**src/hw/rtl/rsia_pkg.sv**
```systemverilog
// Shared constants, types and helpers for the rotating sequence-id allocator.
// No dependencies; imported by the row evaluator and the top level.
`timescale 1ns / 1ps

package rsia_pkg;

  localparam int SEQ_MIN     = 1;
  localparam int SEQ_MAX     = 255;
  localparam int NUM_CLIENTS = 8;

  localparam int CMD_W    = 2;
  localparam int CLIENT_W = 3;
  localparam int SEQ_W    = 8;
  localparam int STATUS_W = 2;

  // One memory row holds SLOTS in-use bits followed by SLOTS owner fields.
  localparam int SLOT_W = 4;
  localparam int SLOTS  = 1 << SLOT_W;
  localparam int ROW_AW = SEQ_W - SLOT_W;
  localparam int ROWS   = 1 << ROW_AW;
  localparam int ROW_W  = SLOTS * (1 + CLIENT_W);
  localparam int STEP_W = ROW_AW + 1;

  typedef enum logic [CMD_W-1:0] {
    CMD_ALLOC       = 2'd0,
    CMD_RELEASE     = 2'd1,
    CMD_RELEASE_ALL = 2'd2,
    CMD_RESET       = 2'd3
  } cmd_t;

  typedef enum logic [STATUS_W-1:0] {
    ST_OK        = 2'd0,
    ST_NONE      = 2'd1,
    ST_RANGE     = 2'd2,
    ST_NOT_OWNER = 2'd3
  } status_t;

  // Control into the row evaluator
  typedef struct packed {
    logic                wrapped;   // second pass of the circular search
    logic [ROW_AW-1:0]   row_idx;
    logic [SEQ_W-1:0]    start;
    logic [CLIENT_W-1:0] client;
    logic [SLOT_W-1:0]   rel_slot;
  } row_ctl_t;

  // Status back from the row evaluator
  typedef struct packed {
    logic              alloc_hit;
    logic [SLOT_W-1:0] alloc_slot;
    logic              rel_owned;
  } row_stat_t;

  function automatic logic in_range(logic [SEQ_W-1:0] s);
    return (int'(s) >= SEQ_MIN) && (int'(s) <= SEQ_MAX);
  endfunction

  function automatic logic client_ok(logic [CLIENT_W-1:0] c);
    return int'(c) < NUM_CLIENTS;
  endfunction

endpackage

```
**src/hw/rtl/rsia_ram.sv**
```systemverilog
// Generic simple dual-port RAM, one write and one registered read port.
// No dependencies.
`timescale 1ns / 1ps

module rsia_ram #(
  parameter int WIDTH = 8,
  parameter int DEPTH = 16,
  localparam int AW = $clog2(DEPTH)
) (
  input  logic             clk,
  input  logic             we,
  input  logic [AW-1:0]    waddr,
  input  logic [WIDTH-1:0] wdata,
  input  logic             re,
  input  logic [AW-1:0]    raddr,
  output logic [WIDTH-1:0] rdata
);

  logic [WIDTH-1:0] mem [DEPTH];

  always_ff @(posedge clk) begin
    if (we) begin
      mem[waddr] <= wdata;
    end
    if (re) begin
      rdata <= mem[raddr];
    end
  end

endmodule

```
**src/hw/rtl/rsia_row_ops.sv**
```systemverilog
// Row evaluator: free-slot search window, first-free encode, ownership check
// and the modified rows for allocate, release and release-all. Uses rsia_pkg.
`timescale 1ns / 1ps

module rsia_row_ops (
  input  logic [rsia_pkg::ROW_W-1:0] row_in,
  input  rsia_pkg::row_ctl_t         ctl,
  output rsia_pkg::row_stat_t        stat,
  output logic [rsia_pkg::ROW_W-1:0] alloc_row,
  output logic [rsia_pkg::ROW_W-1:0] rel_row,
  output logic [rsia_pkg::ROW_W-1:0] relall_row
);
  import rsia_pkg::*;

  logic [SLOTS-1:0]  used;
  logic [SLOTS-1:0]  match;
  logic [SLOTS-1:0]  win;
  logic [SLOTS-1:0]  free;
  logic [SLOTS-1:0]  first;
  logic [SLOTS-1:0]  rel_used;
  logic [SLOT_W-1:0] slot;

  always_comb begin : win_blk
    logic [SEQ_W-1:0] pos;
    pos = '0;
    for (int i = 0; i < SLOTS; i++) begin
      pos      = {ctl.row_idx, SLOT_W'(i)};
      used[i]  = row_in[i];
      match[i] = (row_in[SLOTS + i*CLIENT_W +: CLIENT_W] == ctl.client);
      // first pass covers start..max, the wrapped pass min..start-1
      if (ctl.wrapped) begin
        win[i] = in_range(pos) && (pos < ctl.start);
      end else begin
        win[i] = in_range(pos) && (pos >= ctl.start);
      end
    end
  end

  assign free  = ~used & win;
  assign first = free & (~free + SLOTS'(1));

  always_comb begin
    slot = '0;
    for (int i = SLOTS - 1; i >= 0; i--) begin
      if (free[i]) begin
        slot = SLOT_W'(i);
      end
    end
  end

  always_comb begin
    alloc_row = row_in;
    alloc_row[SLOTS-1:0] = used | first;
    for (int i = 0; i < SLOTS; i++) begin
      if (first[i]) begin
        alloc_row[SLOTS + i*CLIENT_W +: CLIENT_W] = ctl.client;
      end
    end
  end

  always_comb begin
    rel_used = used;
    rel_used[ctl.rel_slot] = 1'b0;
  end

  assign rel_row    = {row_in[ROW_W-1:SLOTS], rel_used};
  assign relall_row = {row_in[ROW_W-1:SLOTS], used & ~match};

  assign stat = '{
    alloc_hit:  |free,
    alloc_slot: slot,
    rel_owned:  used[ctl.rel_slot] && match[ctl.rel_slot]
  };

endmodule

```
**src/hw/rtl/rotating_sequence_id_allocator_unit.sv**
```systemverilog
// Top level of the rotating sequence-id allocator: command sequencer around
// the row memory. Uses rsia_pkg, rsia_ram and rsia_row_ops.
`timescale 1ns / 1ps

// A request is taken when start is high and busy is low; its single result
// shows on out_status/out_seq_out for one cycle with out_strobe high, and the
// receiver must take it then. All state lives in one 16-row x 64-bit memory
// (16 in-use bits and 16 owner fields per row) with a single read port, so
// scans move at one row per cycle. Commands rejected up front (bad range,
// bad client) are answered from the idle state; release reads one row and
// rewrites it if owned; allocate takes longer the further the circular scan
// runs from the last granted number; release-all walks every row; reset runs a clearing pass.
// After rst_n the same clearing pass runs with busy high.
module rotating_sequence_id_allocator_unit (
  input  logic                          clk,
  input  logic                          rst_n,
  input  logic                          start,
  output logic                          busy,
  input  logic [rsia_pkg::CMD_W-1:0]    in_command,
  input  logic [rsia_pkg::CLIENT_W-1:0] in_client,
  input  logic [rsia_pkg::SEQ_W-1:0]    in_seq_in,
  output logic                          out_strobe,
  output logic [rsia_pkg::STATUS_W-1:0] out_status,
  output logic [rsia_pkg::SEQ_W-1:0]    out_seq_out
);
  import rsia_pkg::*;

  typedef enum logic [4:0] {
    S_CLEAR  = 5'b00001,
    S_IDLE   = 5'b00010,
    S_ALLOC  = 5'b00100,
    S_REL    = 5'b01000,
    S_RELALL = 5'b10000
  } state_t;

  localparam logic [STEP_W-1:0] LAST_STEP = STEP_W'(ROWS);
  localparam logic [STEP_W-1:0] LAST_ROW  = STEP_W'(ROWS - 1);

  state_t              state_r, state_nxt;
  logic [STEP_W-1:0]   rk_r, rk_nxt;       // read step
  logic [STEP_W-1:0]   ek_r, ek_nxt;       // step of the row now on rdata
  logic                ev_r, ev_nxt;
  logic                clr_resp_r, clr_resp_nxt;
  logic [SEQ_W-1:0]    last_r, last_nxt;
  logic [CLIENT_W-1:0] client_r, client_nxt;
  logic [SEQ_W-1:0]    seq_r, seq_nxt;
  logic [SEQ_W-1:0]    scan_start_r, scan_start_nxt;
  logic                strobe_r, strobe_nxt;
  logic [STATUS_W-1:0] status_r, status_nxt;
  logic [SEQ_W-1:0]    seqo_r, seqo_nxt;

  logic                mem_we, mem_re;
  logic [ROW_AW-1:0]   mem_waddr, mem_raddr;
  logic [ROW_W-1:0]    mem_wdata, mem_rdata;

  logic [STEP_W-1:0]   rsum, esum;
  logic [SEQ_W:0]      after_last;
  row_ctl_t            rctl;
  row_stat_t           rstat;
  logic [ROW_W-1:0]    alloc_row, rel_row, relall_row;

  rsia_ram #(
    .WIDTH (ROW_W),
    .DEPTH (ROWS)
  ) u_ram (
    .clk   (clk),
    .we    (mem_we),
    .waddr (mem_waddr),
    .wdata (mem_wdata),
    .re    (mem_re),
    .raddr (mem_raddr),
    .rdata (mem_rdata)
  );

  rsia_row_ops u_row (
    .row_in     (mem_rdata),
    .ctl        (rctl),
    .stat       (rstat),
    .alloc_row  (alloc_row),
    .rel_row    (rel_row),
    .relall_row (relall_row)
  );

  // circular row walk: bit ROW_AW of the sum flags the wrapped pass
  assign rsum       = {1'b0, scan_start_r[SEQ_W-1 -: ROW_AW]} + rk_r;
  assign esum       = {1'b0, scan_start_r[SEQ_W-1 -: ROW_AW]} + ek_r;
  assign after_last = {1'b0, last_r} + (SEQ_W + 1)'(1);

  assign rctl = '{
    wrapped:  esum[STEP_W-1],
    row_idx:  esum[ROW_AW-1:0],
    start:    scan_start_r,
    client:   client_r,
    rel_slot: seq_r[SLOT_W-1:0]
  };

  assign busy = (state_r != S_IDLE);

  always_comb begin
    state_nxt      = state_r;
    rk_nxt         = rk_r;
    ek_nxt         = rk_r;
    ev_nxt         = 1'b0;
    clr_resp_nxt   = clr_resp_r;
    last_nxt       = last_r;
    client_nxt     = client_r;
    seq_nxt        = seq_r;
    scan_start_nxt = scan_start_r;
    strobe_nxt     = 1'b0;
    status_nxt     = status_r;
    seqo_nxt       = seqo_r;
    mem_we         = 1'b0;
    mem_waddr      = ek_r[ROW_AW-1:0];
    mem_wdata      = '0;
    mem_re         = 1'b0;
    mem_raddr      = rk_r[ROW_AW-1:0];

    case (state_r)
      S_CLEAR: begin
        mem_we    = 1'b1;
        mem_waddr = rk_r[ROW_AW-1:0];
        mem_wdata = '0;
        rk_nxt    = rk_r + STEP_W'(1);
        if (rk_r == LAST_ROW) begin
          state_nxt = S_IDLE;
          if (clr_resp_r) begin
            strobe_nxt = 1'b1;
            status_nxt = ST_OK;
            seqo_nxt   = '0;
          end
        end
      end

      S_IDLE: begin
        if (start) begin
          client_nxt = in_client;
          seq_nxt    = in_seq_in;
          rk_nxt     = '0;
          seqo_nxt   = '0;
          case (cmd_t'(in_command))
            CMD_ALLOC: begin
              if (client_ok(in_client)) begin
                state_nxt = S_ALLOC;
                if ((int'(after_last) >= SEQ_MIN) && (int'(after_last) <= SEQ_MAX)) begin
                  scan_start_nxt = after_last[SEQ_W-1:0];
                end else begin
                  scan_start_nxt = SEQ_W'(SEQ_MIN);
                end
              end else begin
                strobe_nxt = 1'b1;
                status_nxt = ST_NONE;
              end
            end
            CMD_RELEASE: begin
              if (!in_range(in_seq_in)) begin
                strobe_nxt = 1'b1;
                status_nxt = ST_RANGE;
              end else if (!client_ok(in_client)) begin
                strobe_nxt = 1'b1;
                status_nxt = ST_NOT_OWNER;
              end else begin
                state_nxt = S_REL;
              end
            end
            CMD_RELEASE_ALL: begin
              if (client_ok(in_client)) begin
                state_nxt = S_RELALL;
              end else begin
                strobe_nxt = 1'b1;
                status_nxt = ST_OK;
              end
            end
            CMD_RESET: begin
              state_nxt    = S_CLEAR;
              clr_resp_nxt = 1'b1;
              last_nxt     = SEQ_W'(SEQ_MAX);
            end
            default: begin
              state_nxt = S_IDLE;
            end
          endcase
        end
      end

      S_ALLOC: begin
        if (rk_r <= LAST_STEP) begin
          mem_re    = 1'b1;
          mem_raddr = rsum[ROW_AW-1:0];
          ev_nxt    = 1'b1;
          rk_nxt    = rk_r + STEP_W'(1);
        end
        if (ev_r) begin
          if (rstat.alloc_hit) begin
            mem_we     = 1'b1;
            mem_waddr  = esum[ROW_AW-1:0];
            mem_wdata  = alloc_row;
            last_nxt   = {esum[ROW_AW-1:0], rstat.alloc_slot};
            seqo_nxt   = {esum[ROW_AW-1:0], rstat.alloc_slot};
            status_nxt = ST_OK;
            strobe_nxt = 1'b1;
            ev_nxt     = 1'b0;
            state_nxt  = S_IDLE;
          end else if (ek_r == LAST_STEP) begin
            seqo_nxt   = '0;
            status_nxt = ST_NONE;
            strobe_nxt = 1'b1;
            ev_nxt     = 1'b0;
            state_nxt  = S_IDLE;
          end
        end
      end

      S_REL: begin
        if (!ev_r) begin
          mem_re    = 1'b1;
          mem_raddr = seq_r[SEQ_W-1 -: ROW_AW];
          ev_nxt    = 1'b1;
        end else begin
          if (rstat.rel_owned) begin
            mem_we     = 1'b1;
            mem_waddr  = seq_r[SEQ_W-1 -: ROW_AW];
            mem_wdata  = rel_row;
            status_nxt = ST_OK;
          end else begin
            status_nxt = ST_NOT_OWNER;
          end
          seqo_nxt   = '0;
          strobe_nxt = 1'b1;
          state_nxt  = S_IDLE;
        end
      end

      S_RELALL: begin
        if (rk_r <= LAST_ROW) begin
          mem_re    = 1'b1;
          mem_raddr = rk_r[ROW_AW-1:0];
          ev_nxt    = 1'b1;
          rk_nxt    = rk_r + STEP_W'(1);
        end
        // write back row k while row k+1 is being read
        if (ev_r) begin
          mem_we    = 1'b1;
          mem_waddr = ek_r[ROW_AW-1:0];
          mem_wdata = relall_row;
          if (ek_r == LAST_ROW) begin
            seqo_nxt   = '0;
            status_nxt = ST_OK;
            strobe_nxt = 1'b1;
            ev_nxt     = 1'b0;
            state_nxt  = S_IDLE;
          end
        end
      end

      default: begin
        state_nxt = S_CLEAR;
        rk_nxt    = '0;
      end
    endcase
  end

  always_ff @(posedge clk) begin
    if (!rst_n) begin
      state_r    <= S_CLEAR;
      rk_r       <= '0;
      ev_r       <= 1'b0;
      clr_resp_r <= 1'b0;
      last_r     <= SEQ_W'(SEQ_MAX);
      strobe_r   <= 1'b0;
    end else begin
      state_r    <= state_nxt;
      rk_r       <= rk_nxt;
      ev_r       <= ev_nxt;
      clr_resp_r <= clr_resp_nxt;
      last_r     <= last_nxt;
      strobe_r   <= strobe_nxt;
    end
  end

  always_ff @(posedge clk) begin
    ek_r         <= ek_nxt;
    client_r     <= client_nxt;
    seq_r        <= seq_nxt;
    scan_start_r <= scan_start_nxt;
    status_r     <= status_nxt;
    seqo_r       <= seqo_nxt;
  end

  assign out_strobe  = strobe_r;
  assign out_status  = status_r;
  assign out_seq_out = seqo_r;

  // read-modify-write never touches the row being read in the same cycle
  a_no_rw_collide: assert property (@(posedge clk) disable iff (!rst_n)
    (mem_we && mem_re) |-> (mem_waddr != mem_raddr))
    else $error("row memory read and write hit the same row");

  a_scan_bound: assert property (@(posedge clk) disable iff (!rst_n)
    (ev_r && state_r == S_ALLOC) |-> (ek_r <= LAST_STEP))
    else $error("allocate scan ran past its last row");

  a_zero_on_fail: assert property (@(posedge clk) disable iff (!rst_n)
    (out_strobe && out_status != ST_OK) |-> (out_seq_out == '0))
    else $error("nonzero sequence number on a failed request");

  a_grant_in_range: assert property (@(posedge clk) disable iff (!rst_n)
    (out_strobe && out_status == ST_OK && out_seq_out != '0) |-> in_range(out_seq_out))
    else $error("granted sequence number out of range");

  a_result_cause: assert property (@(posedge clk) disable iff (!rst_n)
    out_strobe |-> ($past(busy) || $past(start)))
    else $error("result strobe without a request in flight");

endmodule
```
**config.mk**
```make
export PLATFORM = sky130hd
export DESIGN_NAME = rotating_sequence_id_allocator_unit
export DESIGN_NICKNAME = d
export VERILOG_FILES = /design/src/hw/rtl/rsia_pkg.sv /design/src/hw/rtl/rsia_ram.sv /design/src/hw/rtl/rsia_row_ops.sv /design/src/hw/rtl/rotating_sequence_id_allocator_unit.sv
export SDC_FILE = /design/constraint.sdc
export NUM_CORES = 2
export LEC_CHECK = 0
export BUFFER_PORTS_ARGS = -buffer_cell sky130_fd_sc_hd__buf_4
export CORE_MARGIN = 2
export CORE_UTILIZATION = 50
export DETAILED_ROUTE_END_ITERATION = 12
export PLACE_DENSITY_LB_ADDON = 0.12
export SLEW_MARGIN = 20
export SYNTH_ARGS = -nofsm -noshare
export SYNTH_HDL_FRONTEND = slang
export SYNTH_SLANG_ARGS = --single-unit
```
**constraint.sdc**
```tcl
create_clock -name clk -period 11.1 [get_ports clk]
set_input_delay 0 -clock clk [delete_from_list [all_inputs] [get_ports clk]]
set_output_delay 0 -clock clk [all_outputs]
set_load 0.1 [all_outputs]
```
=== After elaboration in Yosys (flattened, before gate mapping) ===
Memories as Yosys holds them, arrays and structs flattened. A register that Yosys moved wholly into a read port is not among the register bits.
Cells that the tools add are included.

* Add/sub/neg operators: 5
* Magnitude comparators: 40
* Equality and inequality tests: 43
* Mux-type cells: 140
* Bitwise operators: 10
* Reduce and logical (&&, ||, !) cells: 17

{| class="wikitable"
|+ Operator list
! cell !! number
|-
| 64-bit 2-to-1 mux || 5
|-
| 64-bit one-hot mux with 3 select lines || 1
|-
| 8-bit >= comparator || 16
|-
| 8-bit less-than comparator || 16
|-
| 8-bit 2-to-1 mux || 13
|-
| 4-bit 2-to-1 mux || 22
|-
| 16-bit bitwise AND || 4
|-
| 16-bit NOT || 4
|-
| 5-bit 2-to-1 mux || 12
|-
| 5-bit one-hot mux with 5 select lines || 2
|-
| 3-bit == test || 16
|-
| 3-bit 2-to-1 mux || 16
|-
| 1-bit 2-to-1 mux || 44
|-
| 8-bit one-hot mux with 5 select lines || 1
|-
| 2-bit 2-to-1 mux || 12
|-
| 2-bit inequality test (second input constant) || 11
|-
| 5-bit one-hot mux with 4 select lines || 1
|-
| 16-bit by 1-bit adder with 16-bit output (second input constant) || 1
|-
| 8-bit by 1-bit >= comparator with 1-bit output (second input constant) || 2
|-
| 16-bit OR || 1
|-
| 8-bit one-hot mux with 2 select lines || 1
|-
| 16-bit OR reduction || 1
|-
| 5-bit by 4-bit == test with 1-bit output (second input constant) || 3
|-
| 4-bit one-hot mux with 3 select lines || 1
|-
| 38 further kinds || 49
|}

* Register bits: 55
* Bits in writable memories: 1024
* Bits of input ports: 16
* Output and inout bits: 12
* Logic and storage cells: 268
* Memories: 1

{| class="wikitable"
|+ Memories
! memory !! words !! bits a word !! rd ports !! clocked after Yosys merged registers in !! write ports !! RTL line !! text
|-
| u_ram.mem || 16 || 64 || 1 || 1 || 1 || rsia_ram.sv:19 || <nowiki>logic [WIDTH-1:0] mem [DEPTH];</nowiki>
|}

=== Longest topological paths before layout ===
* Word-level depth: 24
* Mapped depth: 18
* Gate-level depth less buffers: 16

=== By module ===
A second synthesis with hierarchy kept.

* Cells, all modules: 2597
* Area total of the unflattened synthesis: 47916.0 um2

{| class="wikitable"
|+ Modules (own cells, without submodules)
! module !! times used !! cells an instance !! area an instance (um2) !! seq. area each (um2)
|-
| rsia_ram || 1 || 1647 || 40222.3 || 32671.3
|-
| rotating_sequence_id_allocator_unit || 1 || 469 || 4152.7 || 1391.3
|-
| rsia_row_ops || 1 || 481 || 3540.9 || 0.0
|}

=== Worst setup path before layout ===
Ideal clock, no wire load.

* Path kind: register to register
* Start: register scan_start_r[4]
* End: memory u_ram.mem[10][0] (netlist name), enable pin
* Setup time: 644 ps
* Data arrival time: 10076 ps
* Data required time: 10456 ps
* Path slack: 380 ps
* Cell stages (with the launch flop): 19
* Buffers on the path: 2
* Period minus slack after synthesis: 10720 ps
* Path through: edfxtp_1 ha_1 inv_1 fa_1 xor2_1 inv_1 ha_1 nand2_1 o21ai_0 clkbuf_1 a21oi_1 xor2_1 o2bb2ai_1 nor4_4 a21oi_1 nor3b_1 or4b_1 buf_2 nor4_1

* Cells in the longest elaborated chain, start to end: 11
* Elaborated cells on any way between the ends: 62
* Classes of those cells: add/sub (1); order compare (33); mux (24); bitwise (1); reduce/logical (3)

{| class="wikitable"
|+ RTL lines
! item !! RTL line !! text
|-
| start: declaration || rotating_sequence_id_allocator_unit.sv:47 || <nowiki>logic [SEQ_W-1:0] scan_start_r, scan_start_nxt;</nowiki>
|-
| start signal: assignment || rotating_sequence_id_allocator_unit.sv:284 || <nowiki>scan_start_r <= scan_start_nxt;</nowiki>
|-
| 4-bit by 5-bit adder with 5-bit output (*) || rotating_sequence_id_allocator_unit.sv:86 || <nowiki>assign esum = {1'b0, scan_start_r[SEQ_W-1 -: ROW_AW]} + ek_r;</nowiki>
|-
| named net esum[2] || rotating_sequence_id_allocator_unit.sv:56 || <nowiki>logic [STEP_W-1:0] rsum, esum;</nowiki>
|-
| 8-bit by 1-bit >= comparator with 1-bit output, or another cell as far along || rsia_pkg.sv:55 || <nowiki>return (int'(s) >= SEQ_MIN) && (int'(s) <= SEQ_MAX);</nowiki>
|-
| 1-bit logical AND, on equally long branches || rsia_row_ops.sv:34, rsia_row_ops.sv:32 ||
|-
| 1-bit 2-to-1 mux || rsia_row_ops.sv:31 || <nowiki>if (ctl.wrapped) begin</nowiki>
|-
| 16-bit bitwise AND || rsia_row_ops.sv:39 || <nowiki>assign free = ~used & win;</nowiki>
|-
| 16-bit OR reduction || rsia_row_ops.sv:70 || <nowiki>alloc_hit: |free,</nowiki>
|-
| 1-bit 2-to-1 mux || rotating_sequence_id_allocator_unit.sv:193 || <nowiki>if (rstat.alloc_hit) begin</nowiki>
|-
| 1-bit 2-to-1 mux || rotating_sequence_id_allocator_unit.sv:192 || <nowiki>if (ev_r) begin</nowiki>
|-
| 1-bit one-hot mux with 4 select lines || rotating_sequence_id_allocator_unit.sv:118 || <nowiki>case (state_r)</nowiki>
|-
| 1-bit 2-to-1 mux || rsia_ram.sv:22 || <nowiki>if (we) begin</nowiki>
|-
| 1-bit 2-to-1 mux (not written as such) || rsia_ram.sv:23 || <nowiki>mem[waddr] <= wdata;</nowiki>
|-
| end: declaration || rsia_ram.sv:19 ||
|}

The timed path passes the listed nets; every way through them passes the cells marked *.

=== Worst setup path after layout ===
* Start: register scan_start_r[4]
* End: memory u_ram.mem[11][48] (netlist name), enable pin

Same word-level chain as after synthesis.

==> flow_metrics.tcl <==
set metrics [dict create \
    die_x_um 313 \
    ys_seq_elements 1143 \
    vias 31500 \
    postSynthCellCount 3850 \
    diodes 0 \
    hold_path_class "in -> reg" \
    ios 28 \
    synth-adder-area-share_pct 0.529 \
    final-setup-viol-count 0 \
    wl_per_cell_um 24.5 \
    cp.arrival_ns 7.13 \
    grt_pass1_wl_um 191000 \
    synth_edf_count 1117 \
    yosys.area_share.simple_pct 17.6 \
    grt.total_usage_pct 25.8 \
    leakage_nw 18.0 \
    crit_family "simple AND/OR/NAND/NOR gates" \
    hold_viol 0 \
    cp-end-kind "register" \
    antenna_left 0 \
    tritoncts "yes" \
    intPower_mw 8.43 \
    drive_above_1_share_pct 8.02 \
    critPathBufInv 4 \
    cts_max_level 3 \
    layout.nets 3879 \
    placeableCoreArea_um2 94900 \
    fmax_ghz 0.147 \
    dp_hpwl_um 67100 \
    clock-sinks 1143 \
    final_util_pct 56.2 \
    synth_xor_area_share_pct 1.44 \
    layout_min_cycle_time_ns 6.80 \
    clk_path_buf_depth 3 \
    cap_violations 0 \
    tightest_slew_ns 1.16 \
    initial_core_util_pct 50.4 \
    grt_max_degree 165 \
    cpMaxStageDelayCell "or4b_1" \
    seqPwrFrac_pct 44.6 \
    fill_cells 7754 \
    path_max_fanout 34 \
    synth-seq-area-share_pct 71.2 \
    ys.flop_type "edfxtp_1" \
    synth_area_um2 47800 \
    root_buffer "clkbuf_16" \
    drc 0 \
    final_cells 5203 \
    power_switching_mw 4.04 \
    period_share_pct 61.3 \
    synth_fp_nets 3885 \
    power_density_nw_per_um2 234 \
    drt_iter0_drc 3569 \
    ir_worst_vdd_v 0.000178 \
    die_h_um 313 \
    dpl.cell_count 4969 \
    row_count 113 \
    final.setup.tns_ns 0 \
    antenna_found_initial 2 \
    slowest_delay_ns 0.75 \
    layout_commonest_cell "edfxtp_1" \
    routed_wl_um 127000 \
    rsz0062_at_grt "false" \
    power_frac_comb_pct 25.2 \
    drv_slew 0 \
    overflow 0 \
    synth_top_family_by_area "simple AND/OR/NAND/NOR gates" \
    critPathRequiredTime_ns 11.43 \
    portBuffers 27 \
    grt_pass1_vias 29300 \
    async_flop_share_pct 0 \
    gp_congestion 0.897 \
    first_pass_iters 5 \
    insertion_delay_ns 0.70 \
    start_kind "register" \
    slew_headroom_pct 22.7 \
    yosys_warnings 0 \
    synth_compound_area_share_pct 6.87 \
    synthMuxAreaShare_pct 0.105 \
    pwr-share-clk_pct 30.2 \
    cts_buffers 115 \
    die_area_um2 98100 \
    drt-vias-per-instance 6.05 \
    cts.repair.resized 0 \
    area_growth_pct 11.6 \
    synth_cell_types 79 \
    outcome "finished, final reports clean" \
    clk_pin_slew_worst_paths_ns 0.06 \
    p_sw_share_pct 32.4 \
    most-common-layout-cells "1,117 x edfxtp_1, 1,062 x nand2_1, 521 x nand3_1" \
    avgSynthCellArea_um2 12.4 \
    critical_path_class "reg -> reg" \
    finalClockSkew_ns 0.0193 \
    crit_path_cell_trace "ha_1, inv_1, fa_1, xor2_1, inv_1, ha_1, nand4b_1, nor2_2, a21oi_1, xor2_2, o22ai_2, nor4b_4, a211oi_1, o21a_1, or4b_1, nor4_2, buf_4, buf_4" \
]
-- power groups by stage --
| stage | Sequential [mW] | Combinational, mW | Clock, mW |
|---|---|---|---|
| floorplan | 5.82 | 1.90 | 0 |
| CTS | 5.56 | 3.13 | 3.82 |
| global route | 5.61 | 3.42 | 3.98 |
| detailed placement | 5.65 | 3.11 | 0 |
| finish | 5.57 | 3.14 | 3.76 |
| global placement | 5.64 | 3.10 | 0 |
-- layer usage --
| layer | track usage (%) | vias up | part of all wire, % |
|---|---|---|---|
| li1 | - | 14200 | - |
| met1 | 39.7 | 15800 | 45 |
| met2 | 38.6 | 1237 | 45 |
| met3 | 3.13 | 189 | 7.3 |
| met4 | 7.58 | 0 | 2.3 |
| met5 | 0 | - | 0 |
-- worst register-to-register path, cell delays in order (launching register included) --
cell and delay, ns:
edfxtp_1 0.45, ha_1 0.22, inv_1 0.06, fa_1 0.44, xor2_1 0.48, inv_1 0.09
ha_1 0.35, nand4b_1 0.19, nor2_2 0.35, a21oi_1 0.18, xor2_2 0.20, o22ai_2 0.16
nor4b_4 0.65, a211oi_1 0.16, o21a_1 0.22, or4b_1 0.75, nor4_2 0.30, buf_4 0.47
buf_4 0.66
-- through the flow --
stage / instance area [um2] / setup slack [ns] / total power [mW] / hold slack, ns
finish: 53300 / 4.30 / 12.5 / 0.0394
global route: 53300 / 3.95 / 13.0 / 0.0341
CTS: 53300 / 4.39 / 12.5 / 0.00492
detailed placement: 49500 / 4.42 / 8.76 / 0.190
global placement: 49500 / 4.58 / 8.74 / 0.192
floorplan: 47800 / 0.380 / 7.71 / 0.0989
-- repair_timing --
action                                 CTS  global route
setup buffers                            0             0
hold buffers                            21             0
endpoints found under the hold margin   42             0
setup endpoints to repair                0             0
-- flip-flops by register name (all words and copies together) (netlist names) --
register      cells
out_seq_out       8
clr_resp_r        1
out_status        2
ek_nxt            5
ek_r              5
client_r          3
scan_start_r      8
ev_r              1
last_r            8
out_strobe        1
u_ram.mem      1024
seq_r             8
state_r           5
u_ram.rdata      64
-- kinds of logic (layout without fill, tap and decap cells) --
| group | Yosys count | count (layout) |
|---|---|---|
| flops | 1143 | 1143 |
| fa+ha+maj | 19 | 19 |
| compound gates | 437 | 437 |
| simple gates | 1894 | 1894 |
| mux | 5 | 5 |
| xor+xnor | 73 | 73 |
| buf+inv | 279 | 367 |
-- final cells by class --
type / instances / area [um2] / share of cell area (%)
flip-flops and latches: 1143 / 34100 / 63.9
multi-input cells: 2428 / 12900 / 24.2
clock inverters: 60 / 553 / 1.04
well taps: 1265 / 1580 / 2.97
clock buffers: 151 / 3060 / 5.73
inverters: 29 / 109 / 0.204
repair buffers: 127 / 1100 / 2.06
-- final timing paths --
kind	from	to	slack, ns	cells past startpoint
worst min register to register	ek_nxt[4]	ek_r[4]	0.43	0
worst max register to register	scan_start_r[4]	u_ram.mem[11][48]	4.30	18
worst min-delay path	in_seq_in[7]	seq_r[7]	0.04	2
worst max-delay path	scan_start_r[4]	u_ram.mem[11][48]	4.30	18
-- cell usage after synthesis (all sizes together) (4+ instances only) --
master / n / area (um2)
a221oi: 5 / 50.0
nand4: 5 / 31.3
o21ai: 41 / 205
nor4: 33 / 228
nor2b: 14 / 87.6
and2: 13 / 81.3
ha: 17 / 213
a211oi: 9 / 72.6
inv: 28 / 105
nor2: 76 / 295
a22o: 44 / 385
o2bb2ai: 4 / 35.0
a21oi: 51 / 263
a311oi: 134 / 1170
and3: 75 / 469
nand3b: 4 / 30.0
o31ai: 8 / 60.1
o211ai: 5 / 37.5
mux2i: 5 / 50.1
nand2: 1063 / 3990
o21a: 7 / 52.6
nand2b: 15 / 93.8
or2: 5 / 31.3
buf: 41 / 189
xnor2: 8 / 77.6
a21o: 10 / 75.1
o22ai: 9 / 62.6
xor2: 65 / 611
clkbuf: 209 / 785
nand3: 521 / 2610
a31oi: 69 / 432
nor3: 43 / 220
dfxtp: 26 / 521
edfxtp: 1117 / 33500
o32a: 9 / 90.1
o22a: 8 / 70.1
nor3b: 8 / 60.1
(Power assumes the default switching activity.)
